File: src/hw/rtl/assert_macros.svh
// ----------------------------------------------------------------------------
// assert_macros.svh
// concurrent assertion helpers, compiled out for synthesis
// ----------------------------------------------------------------------------
`ifndef ASSERT_MACROS_SVH
`define ASSERT_MACROS_SVH

`ifndef SYNTHESIS

// property must hold at every rising clock edge outside reset
`define W_ASSERT(lbl, clk, rstn, prop, msg) \
  lbl: assert property (@(posedge clk) disable iff (!(rstn)) (prop)) else $error(msg);

// expression must never be true outside reset
`define W_ASSERT_NEVER(lbl, clk, rstn, expr, msg) \
  lbl: assert property (@(posedge clk) disable iff (!(rstn)) !(expr)) else $error(msg);

`else

`define W_ASSERT(lbl, clk, rstn, prop, msg)
`define W_ASSERT_NEVER(lbl, clk, rstn, expr, msg)

`endif

`endif

File: src/hw/rtl/w512_pkg.sv
// ----------------------------------------------------------------------------
// w512_pkg
// shared types and constants of the well512a generator
// ----------------------------------------------------------------------------
`timescale 1ns / 1ps

package w512_pkg;

  localparam int unsigned WordW  = 32;
  localparam int unsigned IdxW   = 4;
  localparam int unsigned FracW  = 23;
  localparam int unsigned MultW  = 15;
  localparam int unsigned CntW   = 5;

  localparam logic [WordW-1:0] WellMask = 32'hda442d24;
  localparam logic [MultW-1:0] FracMult = 15'd16807;

  typedef enum logic [1:0] {
    REQ_SEED  = 2'd0,
    REQ_RAW   = 2'd1,
    REQ_RANGE = 2'd2,
    REQ_FRAC  = 2'd3
  } w512_req_e;

  typedef enum logic [1:0] {
    OFF_I,
    OFF_13,
    OFF_9,
    OFF_15
  } w512_off_e;

  typedef enum logic [3:0] {
    ST_IDLE,
    ST_RD0,
    ST_RD1,
    ST_RD2,
    ST_RD3,
    ST_CAP,
    ST_MIX,
    ST_WR0,
    ST_WR1,
    ST_POST,
    ST_DIV,
    ST_FIN
  } w512_state_e;

  typedef struct packed {
    logic      seed_wr;
    logic      req_load;
    w512_off_e rd_off;
    logic      cap_v0;
    logic      cap_vm1;
    logic      cap_vm2;
    logic      cap_z0;
    logic      mix;
    logic      wr0;
    logic      wr1;
    logic      div_start;
    logic      div_step;
    logic      frac_mul;
    logic      out_load;
  } w512_cmd_t;

  typedef struct packed {
    w512_req_e in_kind;
    w512_req_e kind;
    logic      div_zero;
    logic      div_last;
    logic      out_free;
  } w512_sts_t;

endpackage

File: src/hw/rtl/w512_datapath.sv
// ----------------------------------------------------------------------------
// w512_datapath
// state pool, recurrence, serial remainder unit, fraction multiply, output reg
// ----------------------------------------------------------------------------
`timescale 1ns / 1ps
`include "assert_macros.svh"

module w512_datapath (
  input  logic                                   clk_i,
  input  logic                                   rst_ni,
  input  w512_pkg::w512_cmd_t                    cmd_i,
  output w512_pkg::w512_sts_t                    sts_o,
  input  logic [1:0]                             req_type_i,
  input  logic [w512_pkg::WordW-1:0]             lo_bound_i,
  input  logic [w512_pkg::WordW-1:0]             hi_bound_i,
  input  logic [w512_pkg::IdxW-1:0]              seed_index_i,
  input  logic [w512_pkg::WordW-1:0]             seed_value_i,
  output logic                                   out_valid_o,
  input  logic                                   out_ready_i,
  output logic [w512_pkg::WordW-1:0]             rand_value_o,
  output logic [w512_pkg::FracW-1:0]             unit_fraction_o,
  output logic                                   bad_request_o
);
  import w512_pkg::*;

  localparam int unsigned Depth = 1 << IdxW;

  logic [WordW-1:0] mem [Depth];
  logic [Depth-1:0] vld_q;
  logic [WordW-1:0] rd_q;
  logic             rd_vld_q;
  logic [WordW-1:0] rd_word;

  logic [IdxW-1:0]  idx_q;
  logic [IdxW-1:0]  raddr;
  logic [IdxW-1:0]  waddr;
  logic [WordW-1:0] wdata;
  logic             we;

  w512_req_e        kind_q;
  logic [WordW-1:0] lo_q;
  logic [WordW-1:0] div_q;
  logic             div_zero_q;

  logic [WordW-1:0] v0_q, vm1_q, vm2_q, z0_q;
  logic [WordW-1:0] z1, z2, n1, n0;
  logic [WordW-1:0] n1_q, n0_q;

  logic [WordW-1:0] sh_q;
  logic [WordW-1:0] rem_q;
  logic [CntW-1:0]  cnt_q;
  logic [WordW:0]   trial;
  logic [WordW:0]   diff;

  logic [FracW-1:0] m_q;
  logic [FracW+MultW-1:0] prod;

  logic             out_valid_q;
  logic [WordW-1:0] out_val_q;
  logic [FracW-1:0] out_frac_q;
  logic             out_bad_q;
  logic [WordW-1:0] fin_val;
  logic [FracW-1:0] fin_frac;
  logic             fin_bad;

  // pool memory addressing
  always_comb begin
    case (cmd_i.rd_off)
      OFF_I:   raddr = idx_q;
      OFF_13:  raddr = idx_q + IdxW'(13);
      OFF_9:   raddr = idx_q + IdxW'(9);
      OFF_15:  raddr = idx_q + IdxW'(15);
      default: raddr = idx_q;
    endcase
  end

  always_comb begin
    we    = cmd_i.seed_wr | cmd_i.wr0 | cmd_i.wr1;
    waddr = idx_q;
    wdata = n1_q;
    if (cmd_i.seed_wr) begin
      waddr = seed_index_i;
      wdata = seed_value_i;
    end else if (cmd_i.wr1) begin
      waddr = idx_q + IdxW'(15);
      wdata = n0_q;
    end
  end

  always_ff @(posedge clk_i) begin
    if (we) begin
      mem[waddr] <= wdata;
    end
    rd_q <= mem[raddr];
  end

  // words never written read as zero
  always_ff @(posedge clk_i or negedge rst_ni) begin
    if (!rst_ni) begin
      vld_q    <= '0;
      rd_vld_q <= 1'b0;
      idx_q    <= '0;
    end else begin
      if (we) begin
        vld_q[waddr] <= 1'b1;
      end
      rd_vld_q <= vld_q[raddr];
      if (cmd_i.wr1) begin
        idx_q <= idx_q + IdxW'(15);
      end
    end
  end

  assign rd_word = rd_vld_q ? rd_q : '0;

  // request capture
  always_ff @(posedge clk_i) begin
    if (cmd_i.req_load) begin
      kind_q     <= w512_req_e'(req_type_i);
      lo_q       <= lo_bound_i;
      div_q      <= hi_bound_i - lo_bound_i;
      div_zero_q <= (hi_bound_i == lo_bound_i);
    end
  end

  // recurrence
  assign z1 = v0_q ^ (v0_q << 16) ^ vm1_q ^ (vm1_q << 15);
  assign z2 = vm2_q ^ (vm2_q >> 11);
  assign n1 = z1 ^ z2;
  assign n0 = z0_q ^ (z0_q << 2) ^ z1 ^ (z1 << 18) ^ (z2 << 28)
              ^ n1 ^ ((n1 << 5) & WellMask);

  always_ff @(posedge clk_i) begin
    if (cmd_i.cap_v0) begin
      v0_q <= rd_word;
    end
    if (cmd_i.cap_vm1) begin
      vm1_q <= rd_word;
    end
    if (cmd_i.cap_vm2) begin
      vm2_q <= rd_word;
    end
    if (cmd_i.cap_z0) begin
      z0_q <= rd_word;
    end
    if (cmd_i.mix) begin
      n1_q <= n1;
      n0_q <= n0;
    end
  end

  // restoring remainder, one dividend bit per cycle
  assign trial = {rem_q, sh_q[WordW-1]};
  assign diff  = trial - {1'b0, div_q};

  always_ff @(posedge clk_i) begin
    if (cmd_i.div_start) begin
      sh_q  <= n0_q;
      rem_q <= '0;
    end else if (cmd_i.div_step) begin
      sh_q  <= {sh_q[WordW-2:0], 1'b0};
      rem_q <= diff[WordW] ? trial[WordW-1:0] : diff[WordW-1:0];
    end
  end

  always_ff @(posedge clk_i or negedge rst_ni) begin
    if (!rst_ni) begin
      cnt_q <= '0;
    end else if (cmd_i.div_start) begin
      cnt_q <= '0;
    end else if (cmd_i.div_step) begin
      cnt_q <= cnt_q + CntW'(1);
    end
  end

  // fraction product, low bits only
  assign prod = n0_q[FracW-1:0] * FracMult;

  always_ff @(posedge clk_i) begin
    if (cmd_i.frac_mul) begin
      m_q <= prod[FracW-1:0];
    end
  end

  // result select
  always_comb begin
    fin_val  = '0;
    fin_frac = '0;
    fin_bad  = 1'b0;
    case (kind_q)
      REQ_RAW: begin
        fin_val = n0_q;
      end
      REQ_RANGE: begin
        fin_bad = div_zero_q;
        if (!div_zero_q) begin
          fin_val = lo_q + rem_q;
        end
      end
      REQ_FRAC: begin
        fin_bad = (m_q == '0);
        if (m_q != '0) begin
          fin_frac = m_q - FracW'(1);
        end
      end
      default: begin
        fin_val = '0;
      end
    endcase
  end

  // output register
  always_ff @(posedge clk_i or negedge rst_ni) begin
    if (!rst_ni) begin
      out_valid_q <= 1'b0;
    end else if (cmd_i.out_load) begin
      out_valid_q <= 1'b1;
    end else if (out_ready_i) begin
      out_valid_q <= 1'b0;
    end
  end

  always_ff @(posedge clk_i) begin
    if (cmd_i.out_load) begin
      out_val_q  <= fin_val;
      out_frac_q <= fin_frac;
      out_bad_q  <= fin_bad;
    end
  end

  assign out_valid_o     = out_valid_q;
  assign rand_value_o    = out_val_q;
  assign unit_fraction_o = out_frac_q;
  assign bad_request_o   = out_bad_q;

  assign sts_o.in_kind  = w512_req_e'(req_type_i);
  assign sts_o.kind     = kind_q;
  assign sts_o.div_zero = div_zero_q;
  assign sts_o.div_last = (cnt_q == CntW'(Depth * 2 - 1));
  assign sts_o.out_free = !out_valid_q || out_ready_i;

  `W_ASSERT(a_load_free, clk_i, rst_ni, cmd_i.out_load |-> (!out_valid_q || out_ready_i), "result overwritten before transaction")
  `W_ASSERT(a_rem_bound, clk_i, rst_ni, (cmd_i.out_load && kind_q == REQ_RANGE && !div_zero_q) |-> (rem_q < div_q), "remainder not below divisor")
  `W_ASSERT_NEVER(a_wr_clash, clk_i, rst_ni, cmd_i.seed_wr && (cmd_i.wr0 || cmd_i.wr1), "seed write during pool update")
  `W_ASSERT(a_idx_step, clk_i, rst_ni, cmd_i.wr1 |=> (idx_q == $past(idx_q) + IdxW'(15)), "index did not step")

endmodule

File: src/hw/rtl/w512_ctrl.sv
// ----------------------------------------------------------------------------
// w512_ctrl
// request sequencer: pool reads, update writes, remainder loop, result hand-off
// ----------------------------------------------------------------------------
`timescale 1ns / 1ps

module w512_ctrl (
  input  logic                clk_i,
  input  logic                rst_ni,
  input  logic                in_valid_i,
  output logic                in_ready_o,
  input  w512_pkg::w512_sts_t sts_i,
  output w512_pkg::w512_cmd_t cmd_o
);
  import w512_pkg::*;

  w512_state_e state_q, state_d;
  logic        accept;

  assign accept = in_valid_i && (state_q == ST_IDLE);

  always_ff @(posedge clk_i or negedge rst_ni) begin
    if (!rst_ni) begin
      state_q <= ST_IDLE;
    end else begin
      state_q <= state_d;
    end
  end

  always_comb begin
    state_d = state_q;
    case (state_q)
      ST_IDLE: begin
        if (accept && sts_i.in_kind != REQ_SEED) begin
          state_d = ST_RD0;
        end
      end
      ST_RD0:  state_d = ST_RD1;
      ST_RD1:  state_d = ST_RD2;
      ST_RD2:  state_d = ST_RD3;
      ST_RD3:  state_d = ST_CAP;
      ST_CAP:  state_d = ST_MIX;
      ST_MIX:  state_d = ST_WR0;
      ST_WR0:  state_d = ST_WR1;
      ST_WR1:  state_d = ST_POST;
      ST_POST: begin
        if (sts_i.kind == REQ_RANGE && !sts_i.div_zero) begin
          state_d = ST_DIV;
        end else begin
          state_d = ST_FIN;
        end
      end
      ST_DIV: begin
        if (sts_i.div_last) begin
          state_d = ST_FIN;
        end
      end
      ST_FIN: begin
        if (sts_i.out_free) begin
          state_d = ST_IDLE;
        end
      end
      default: state_d = ST_IDLE;
    endcase
  end

  always_comb begin
    cmd_o        = '0;
    cmd_o.rd_off = OFF_I;
    in_ready_o   = 1'b0;
    case (state_q)
      ST_IDLE: begin
        in_ready_o     = 1'b1;
        cmd_o.seed_wr  = accept && (sts_i.in_kind == REQ_SEED);
        cmd_o.req_load = accept && (sts_i.in_kind != REQ_SEED);
      end
      ST_RD0: cmd_o.rd_off = OFF_I;
      ST_RD1: begin
        cmd_o.rd_off = OFF_13;
        cmd_o.cap_v0 = 1'b1;
      end
      ST_RD2: begin
        cmd_o.rd_off  = OFF_9;
        cmd_o.cap_vm1 = 1'b1;
      end
      ST_RD3: begin
        cmd_o.rd_off  = OFF_15;
        cmd_o.cap_vm2 = 1'b1;
      end
      ST_CAP:  cmd_o.cap_z0 = 1'b1;
      ST_MIX:  cmd_o.mix = 1'b1;
      ST_WR0:  cmd_o.wr0 = 1'b1;
      ST_WR1:  cmd_o.wr1 = 1'b1;
      ST_POST: begin
        cmd_o.div_start = 1'b1;
        cmd_o.frac_mul  = 1'b1;
      end
      ST_DIV:  cmd_o.div_step = 1'b1;
      ST_FIN:  cmd_o.out_load = sts_i.out_free;
      default: cmd_o.rd_off = OFF_I;
    endcase
  end

endmodule

File: src/hw/rtl/well512_random_generator.sv
// ----------------------------------------------------------------------------
// well512_random_generator
// well512a generator with seed load, raw, range and fraction draws
// ----------------------------------------------------------------------------
// One request per input transaction. A seed load writes one pool word in the
// cycle it is accepted and the next request can follow at once. A raw or
// fraction draw runs through four reads on the single pool read port, the
// mix, two pool writes and the output stage. A range draw adds the bit-serial
// remainder unit, which is skipped when the range is empty. A finished result
// waits in the output register while the next request is accepted. Pool words
// read as zero until first written.
`timescale 1ns / 1ps

module well512_random_generator (
  input  logic         clk_i,
  input  logic         rst_ni,
  input  logic         s_axis_tvalid,
  output logic         s_axis_tready,
  // lo_bound[31:0], hi_bound[63:32], seed_index[67:64], seed_value[99:68]
  input  logic [103:0] s_axis_tdata,
  // req_type[1:0]
  input  logic [1:0]   s_axis_tuser,
  output logic         m_axis_tvalid,
  input  logic         m_axis_tready,
  // rand_value[31:0], unit_fraction[54:32]
  output logic [55:0]  m_axis_tdata,
  // bad_request[0]
  output logic [0:0]   m_axis_tuser
);
  import w512_pkg::*;

  w512_cmd_t        cmd;
  w512_sts_t        sts;
  logic [WordW-1:0] rand_value;
  logic [FracW-1:0] unit_fraction;
  logic             bad_request;

  w512_ctrl u_ctrl (
    .clk_i      (clk_i),
    .rst_ni     (rst_ni),
    .in_valid_i (s_axis_tvalid),
    .in_ready_o (s_axis_tready),
    .sts_i      (sts),
    .cmd_o      (cmd)
  );

  w512_datapath u_datapath (
    .clk_i           (clk_i),
    .rst_ni          (rst_ni),
    .cmd_i           (cmd),
    .sts_o           (sts),
    .req_type_i      (s_axis_tuser),
    .lo_bound_i      (s_axis_tdata[31:0]),
    .hi_bound_i      (s_axis_tdata[63:32]),
    .seed_index_i    (s_axis_tdata[67:64]),
    .seed_value_i    (s_axis_tdata[99:68]),
    .out_valid_o     (m_axis_tvalid),
    .out_ready_i     (m_axis_tready),
    .rand_value_o    (rand_value),
    .unit_fraction_o (unit_fraction),
    .bad_request_o   (bad_request)
  );

  assign m_axis_tdata = {1'b0, unit_fraction, rand_value};
  assign m_axis_tuser = bad_request;

endmodule

File: config.mk
export PLATFORM = sky130hd
export DESIGN_NAME = well512_random_generator
export DESIGN_NICKNAME = d
export VERILOG_FILES = /design/src/hw/rtl/w512_pkg.sv /design/src/hw/rtl/w512_datapath.sv /design/src/hw/rtl/w512_ctrl.sv /design/src/hw/rtl/well512_random_generator.sv
export VERILOG_INCLUDE_DIRS = /design/src /design/src/hw/rtl
export SDC_FILE = /design/constraint.sdc
export NUM_CORES = 2
export LEC_CHECK = 0
export BUFFER_PORTS_ARGS = -buffer_cell sky130_fd_sc_hd__buf_2
export CORE_UTILIZATION = 35
export DETAILED_ROUTE_END_ITERATION = 16
export PLACE_DENSITY = 0.52
export SYNTH_ARGS = -nofsm -noshare
export SYNTH_HDL_FRONTEND = slang
export SYNTH_SLANG_ARGS = --single-unit
File: constraint.sdc
create_clock -name clk_i -period 5.5 [get_ports clk_i]
set_input_delay 1.1 -clock clk_i [delete_from_list [all_inputs] [get_ports clk_i]]
set_output_delay 1.1 -clock clk_i [all_outputs]
set_load 0.05 [all_outputs]
== Word-level counts from Yosys, hierarchy flattened ==
Memories as Yosys holds them, arrays and structs flattened. A register that Yosys moved wholly into a read port is not among the register bits.
Cells that the tools add are included.
Storage, ports and cells
  register bits after elaboration: 433
  bits in latches: 0
  memory bits (writable): 512
  ROM bits: 0
  input port bits: 110
  output and inout bits: 59
  logic and storage cells: 129
  memories: 1
Memories
  u_datapath.mem: words 16, width 32, read ports 1, clocked after memory_dff 1, wr ports 1, line w512_datapath.sv:28  | logic [WordW-1:0] mem [Depth];
Operators by class
  $add $sub $neg: 8
  multipliers: 1
  divide/modulo/power cells: 0
  $lt $le $gt $ge: 3
  equality and inequality tests: 22
  shifts and indexed selects: 0
  muxes and demuxes: 40
  bitwise gates (word level): 14
  reductions and logical operators: 18
Operators by type and width (count)
  32-bit bitwise XOR: 10
  32-bit two-way mux: 7
  32-bit case mux with 2 select lines: 1
  4-bit case mux with 12 select lines: 1
  33-bit by 32-bit subtractor with 33-bit output: 1
  32-bit adder: 1
  32-bit == test: 1
  32-bit subtractor: 1
  32-bit by 21-bit bitwise XOR with 32-bit output: 1
  23-bit zero test: 1
  23-bit by 15-bit multiplier with 23-bit output, second input constant: 1
  23-bit nonzero test: 1
  23-bit by 1-bit subtractor with 23-bit output, second input constant: 1
  4-bit two-way mux: 5
  1-bit two-way mux: 18
  4-bit by 3-bit == test with 1-bit output, second input constant: 4
  4-bit == test, second input constant: 4
  16-bit bitwise OR: 1
  4-bit case mux with 4 select lines: 1
  4-bit adder, second input constant: 3
  4-bit by 5-bit less-than comparator with 1-bit output, second input constant: 2
  5-bit two-way mux: 2
  2-bit == test, second input constant: 4
  4-bit by 2-bit == test with 1-bit output, second input constant: 2
  21 further kinds: 32

== Longest topological paths before layout ==
  depth in word-level cells: 10
  gate-level depth with buffers: 23
  gate-level depth less buffers: 23

== Hierarchy ==
From an unflattened synthesis, not the netlist that was laid out.
Second synthesis, totals
  cells, all modules: 3194
  area, all modules: 46548.4 um^2
By module, submodules not included
  w512_datapath: times used 1, cells an instance 3140, area an instance 46146.8 um^2, sequential area each 28442.3 um^2
  w512_ctrl: times used 1, cells an instance 52, area an instance 390.4 um^2, sequential area each 100.1 um^2
  well512_random_generator: times used 1, cells an instance 2, area an instance 11.3 um^2, sequential area each 0.0 um^2

== Worst setup path before layout ==
Ideal clock, no wire load.
  kind: flip-flop to flip-flop
  start point: register u_ctrl.state_q[1]
  end point: register u_datapath.div_q[0] (enable)
  library setup time: 0.493 ns
  arrival time: 5.326 ns
  required time: 5.007 ns
  setup slack: -0.319 ns
  stages on the path, launching flop included: 5
  buffers on the path: 1
  period minus slack after synthesis: 5.819 ns
  cells stage by stage: dfrtp_1 > clkbuf_1 > nor4_1 > nand2_1 > nor2_1
RTL lines
  start: declaration: line w512_ctrl.sv:17  | w512_state_e state_q, state_d;
  start signal: assignment: line w512_ctrl.sv:26  | state_q <= state_d;
  end signal: assignment: line w512_datapath.sv:121  | div_q <= hi_bound_i - lo_bound_i;
  end: declaration: line w512_datapath.sv:42  | logic [WordW-1:0] div_q;

== Final worst setup path ==
  start point: register u_datapath.n0_q[9]
  end point: register u_datapath.m_q[22], data pin
Between the ends
  word-level cells in the longest chain between the ends: 1
RTL lines
  start: declaration: line w512_datapath.sv:47  | logic [WordW-1:0] n1_q, n0_q;
  start signal: assignment: line w512_datapath.sv:148  | n0_q <= n0;
  23-bit by 15-bit multiplier with 23-bit output: line w512_datapath.sv:177  | assign prod = n0_q[FracW-1:0] * FracMult;
  net u_datapath.prod[22]: line w512_datapath.sv:56  | logic [FracW+MultW-1:0] prod;
  end signal: assignment: line w512_datapath.sv:181  | m_q <= prod[FracW-1:0];
  end: declaration: line w512_datapath.sv:55  | logic [FracW-1:0] m_q;
The timed path passes the listed nets, and every way through them passes these cells.
A chain may end at the register's enable or synchronous reset.

==> run_results.csv <==
group,metric,value,unit
clocking,htreeDepth,3,
status,status,"finished clean",
global_route,grt_max_degree,63,
critical_path,critPathMostFrequentCell,"inv_1",
sta,period_share,94.1,%
floorplan,dieArea,134000,sq um
routing,firstDrtPassIters,5,
synth,synth_top_area_cell,"edfxtp_1",
floorplan,fp.dieH,367,um
place,place_ws,99.9,ps
synth,async_flop_share,3.17,%
flow_run,maxCapViolCount,0,
clocking,cts_setup_buffers,0,
final_layout,nets,3853,
critical_path,crit_chain,"inv_2 -> fa_1 -> inv_1 -> ha_1 -> inv_1 -> fa_1 -> inv_1 -> ha_1 -> fa_1 -> inv_1 -> fa_1 -> inv_1 -> ha_1 -> a21oi_2 -> o21bai_1 -> a21o_1 -> nor2_1 -> a21oi_2 -> o41ai_4 -> o21ai_1 -> o21ai_1 -> a21oi_1 -> a31oi_1",
sta,setup_violations,0,
global_route,antenna_found_initial,0,
sta,worst_slew_pin_slew,1320,ps
floorplan,start_util,35.3,%
floorplan,core_area,132000,sq um
global_route,grt_overflow,0,
hold_path,hold_class,"input pin to async pin",
synth,ys_seq_elements,977,
place,gp_congestion,0.836,
critical_path,cp.required,6010,ps
sta,fin_setup_tns,0,ps
critical_path,path_class,"register to register",
sta,hold_viol,0,
final_layout,syn_to_final_growth,15.3,%
final_layout,drive_gt1_share,18.0,%
synth,synth_area_per_cell,14.5,sq um
synth,synth_edf_count,882,
sta,fin_skew,63.5,ps
routing,vias,26500,
critical_path,end_kind,"register",
final_layout,n_antenna_cell,0,
synth,synth_nets,3594,
floorplan,die_w,367,um
global_route,grt_pass1_vias,26400,
routing,drt_iter0_drc,1737,
final_layout,fin_util,40.8,%
routing,ant_nets,0,
clocking,clock_latency,720,ps
synth,yosys-top-cells-area,"edfxtp_1 57%, mux4_2 6.4%, ha_1 5.3%, xnor2_1 4.8%, fa_1 3.1%",
routing,drc,0,
synth,synth_cells,3216,
clocking,cts_resized,0,
global_route,grt_pass1_wl,173,mm
floorplan,pin_count,169,
sta,slew_headroom,12.2,%
sta,max_freq,193,MHz
critical_path,max_stage_delay,530,ps
critical_path,arrival,5690,ps
sta,drv_slew,0,
synth,yosys_warnings,0,
sta,grt_setup_unrepaired,"no",
global_route,grt_use_total,17.3,%
synth,ys.flop_type,"edfxtp_1",
critical_path,worstPathMaxFanout,3,
critical_path,cp_slowest_cell,"fa_1",
routing,routed_wl,117,mm
routing,detail_route.wl_per_cell,22.1,um
sta,min_period,5170,ps
synth,netlist_area,46500,sq um
clocking,cts_buffers,105,
clocking,holdBufCountCts,0,
clocking,max-clock-path-buffers,3,
clocking,path_clk_slew,60,ps
synth,synth_top_area_share,56.9,%
synth,yosysSeqAreaShare,61.4,%
clocking,cts_tree,"built",
clocking,numClockSinks,977,
critical_path,worstSetupStartpointType,"register",
routing,via_per_inst,4.99,
synth,synth_common_cells,"882 x edfxtp_1, 255 x xnor2_1, 223 x inv_1",
synth,netlist-cell-type-count,83,
place,numPortBuffers,163,
place,dpl.hpwl,81.0,mm
synth,yosysMostFrequentCell,"edfxtp_1",
sta,finalWorstSetupSlack,327,ps
clocking,cts_root_buffer,"clkbuf_16",
floorplan,core.rowCount,133,
## kinds of logic (layout without fill, tap and decap cells)
| kind of cell | count (synthesis) | in the layout | share of synthesized area, % |
|---|---|---|---|
| DFF | 977 | 977 | 61.4 |
| AOI/OAI and AO/OA | 521 | 521 | 7.25 |
| adders and majority gates | 268 | 268 | 8.35 |
| and+or+nand+nor | 580 | 580 | 5.82 |
| muxes | 210 | 210 | 8.16 |
| other | 1 | 1 | 0.00806 |
| buffers and inverters | 322 | 670 | 2.72 |
| xor gates and xnor gates | 337 | 337 | 6.34 |
## critical path: cells and delay by family, from the launching register on
kind	cells	cell delay, ps
DFF	1	350
and+or+nand+nor	1	130
AOI/OAI and AO/OA	9	1440
adders and majority gates	7	2810
buffers and inverters	6	290
## worst paths after layout
kind                                                 start                               to  slack (ps)  depth (start not counted)
max in group asynchronous                           rst_ni  u_datapath.vld_q[8]$_DFFE_PN0N_        4540                          1
setup / recovery              u_datapath.n0_q[9]$_DFFE_PP_     u_datapath.m_q[22]$_DFFE_PP_         330                         23
hold / removal                                      rst_ni  u_datapath.cnt_q[0]$_DFFE_PN0P_         450                          1
setup reg to reg              u_datapath.n0_q[9]$_DFFE_PP_     u_datapath.m_q[22]$_DFFE_PP_         330                         23
min in group clk_i         u_datapath.vld_q[8]$_DFFE_PN0N_  u_datapath.vld_q[8]$_DFFE_PN0N_         460                          1
hold reg to reg            u_datapath.vld_q[8]$_DFFE_PN0N_  u_datapath.vld_q[8]$_DFFE_PN0N_         460                          1
## cell type report
cell class / instances / area [sq um]
fillers: 12200 / 78000
flip-flops and latches: 977 / 28500
multi-input cells: 1917 / 17000
clock buffers: 144 / 2820
well taps: 1755 / 2200
repair buffers: 251 / 1680
inverters: 223 / 837
clock inverters: 52 / 588
## cells in the final DEF (no fill, tap or decap), types with 20 or more instances in the layout
master,Yosys,final
dfxtp_1,64,64
or2_2,21,21
mux4_2,132,132
a31oi_1,40,40
ha_1,197,197
nand2_1,175,175
clkbuf_16,0,106
xnor2_1,255,255
a21o_1,40,39
a211oi_1,46,46
dfrtp_1,31,31
edfxtp_1,882,882
a21oi_1,148,144
o21ai_0,97,92
mux2i_1,44,44
clkbuf_1,74,36
inv_1,223,222
buf_2,11,163
nor2_1,182,162
nand2b_1,20,20
buf_4,5,72
fa_1,71,71
mux2_2,34,34
nor3_1,29,24
xor2_1,82,82
and2_1,72,72
## per-stage QoR
stage / area [sq um] / hold slack (ps) / cells
finish: 53700 / 450 / 5319
global route: 53700 / 469 / 5319
CTS: 53600 / 411 / 5319
detailed placement: 50200 / 450 / 5123
global placement: 50200 / 447 / 5123
floorplan: 46500 / 434 / 3216
## sequential cells by signal, summed over array words and instances, names as in the netlist, 4 cells and up
register,flops
u_datapath.mem,512
u_datapath.div_q,32
u_datapath.lo_q,32
u_datapath.n0_q,32
u_datapath.n1_q,32
u_datapath.rand_value_o,32
u_datapath.rd_q,32
u_datapath.rem_q,32
u_datapath.sh_q,32
u_datapath.v0_q,32
u_datapath.vm1_q,32
u_datapath.vm2_q,32
u_datapath.z0_q,32
u_datapath.m_q,23
u_datapath.unit_fraction_o,23
u_datapath.vld_q,16
u_datapath.cnt_q,5
u_ctrl.state_q,4
u_datapath.idx_q,4
## layer usage
metal  part of all wire (%)  wire length (um)  track usage [%]  up-vias
met5                      0                 0                0        -
met4                    2.8              3270             5.59        0
met3                    3.8              4470             2.40      155
met2                     48             56400             28.6      515
met1                     45             53200             23.5    13400
li1                       -                 -                -    12500
Power is left out: the tool's default activity adds up to more than one toggle a clock period on the data nets, which glitch-free logic cannot reach.
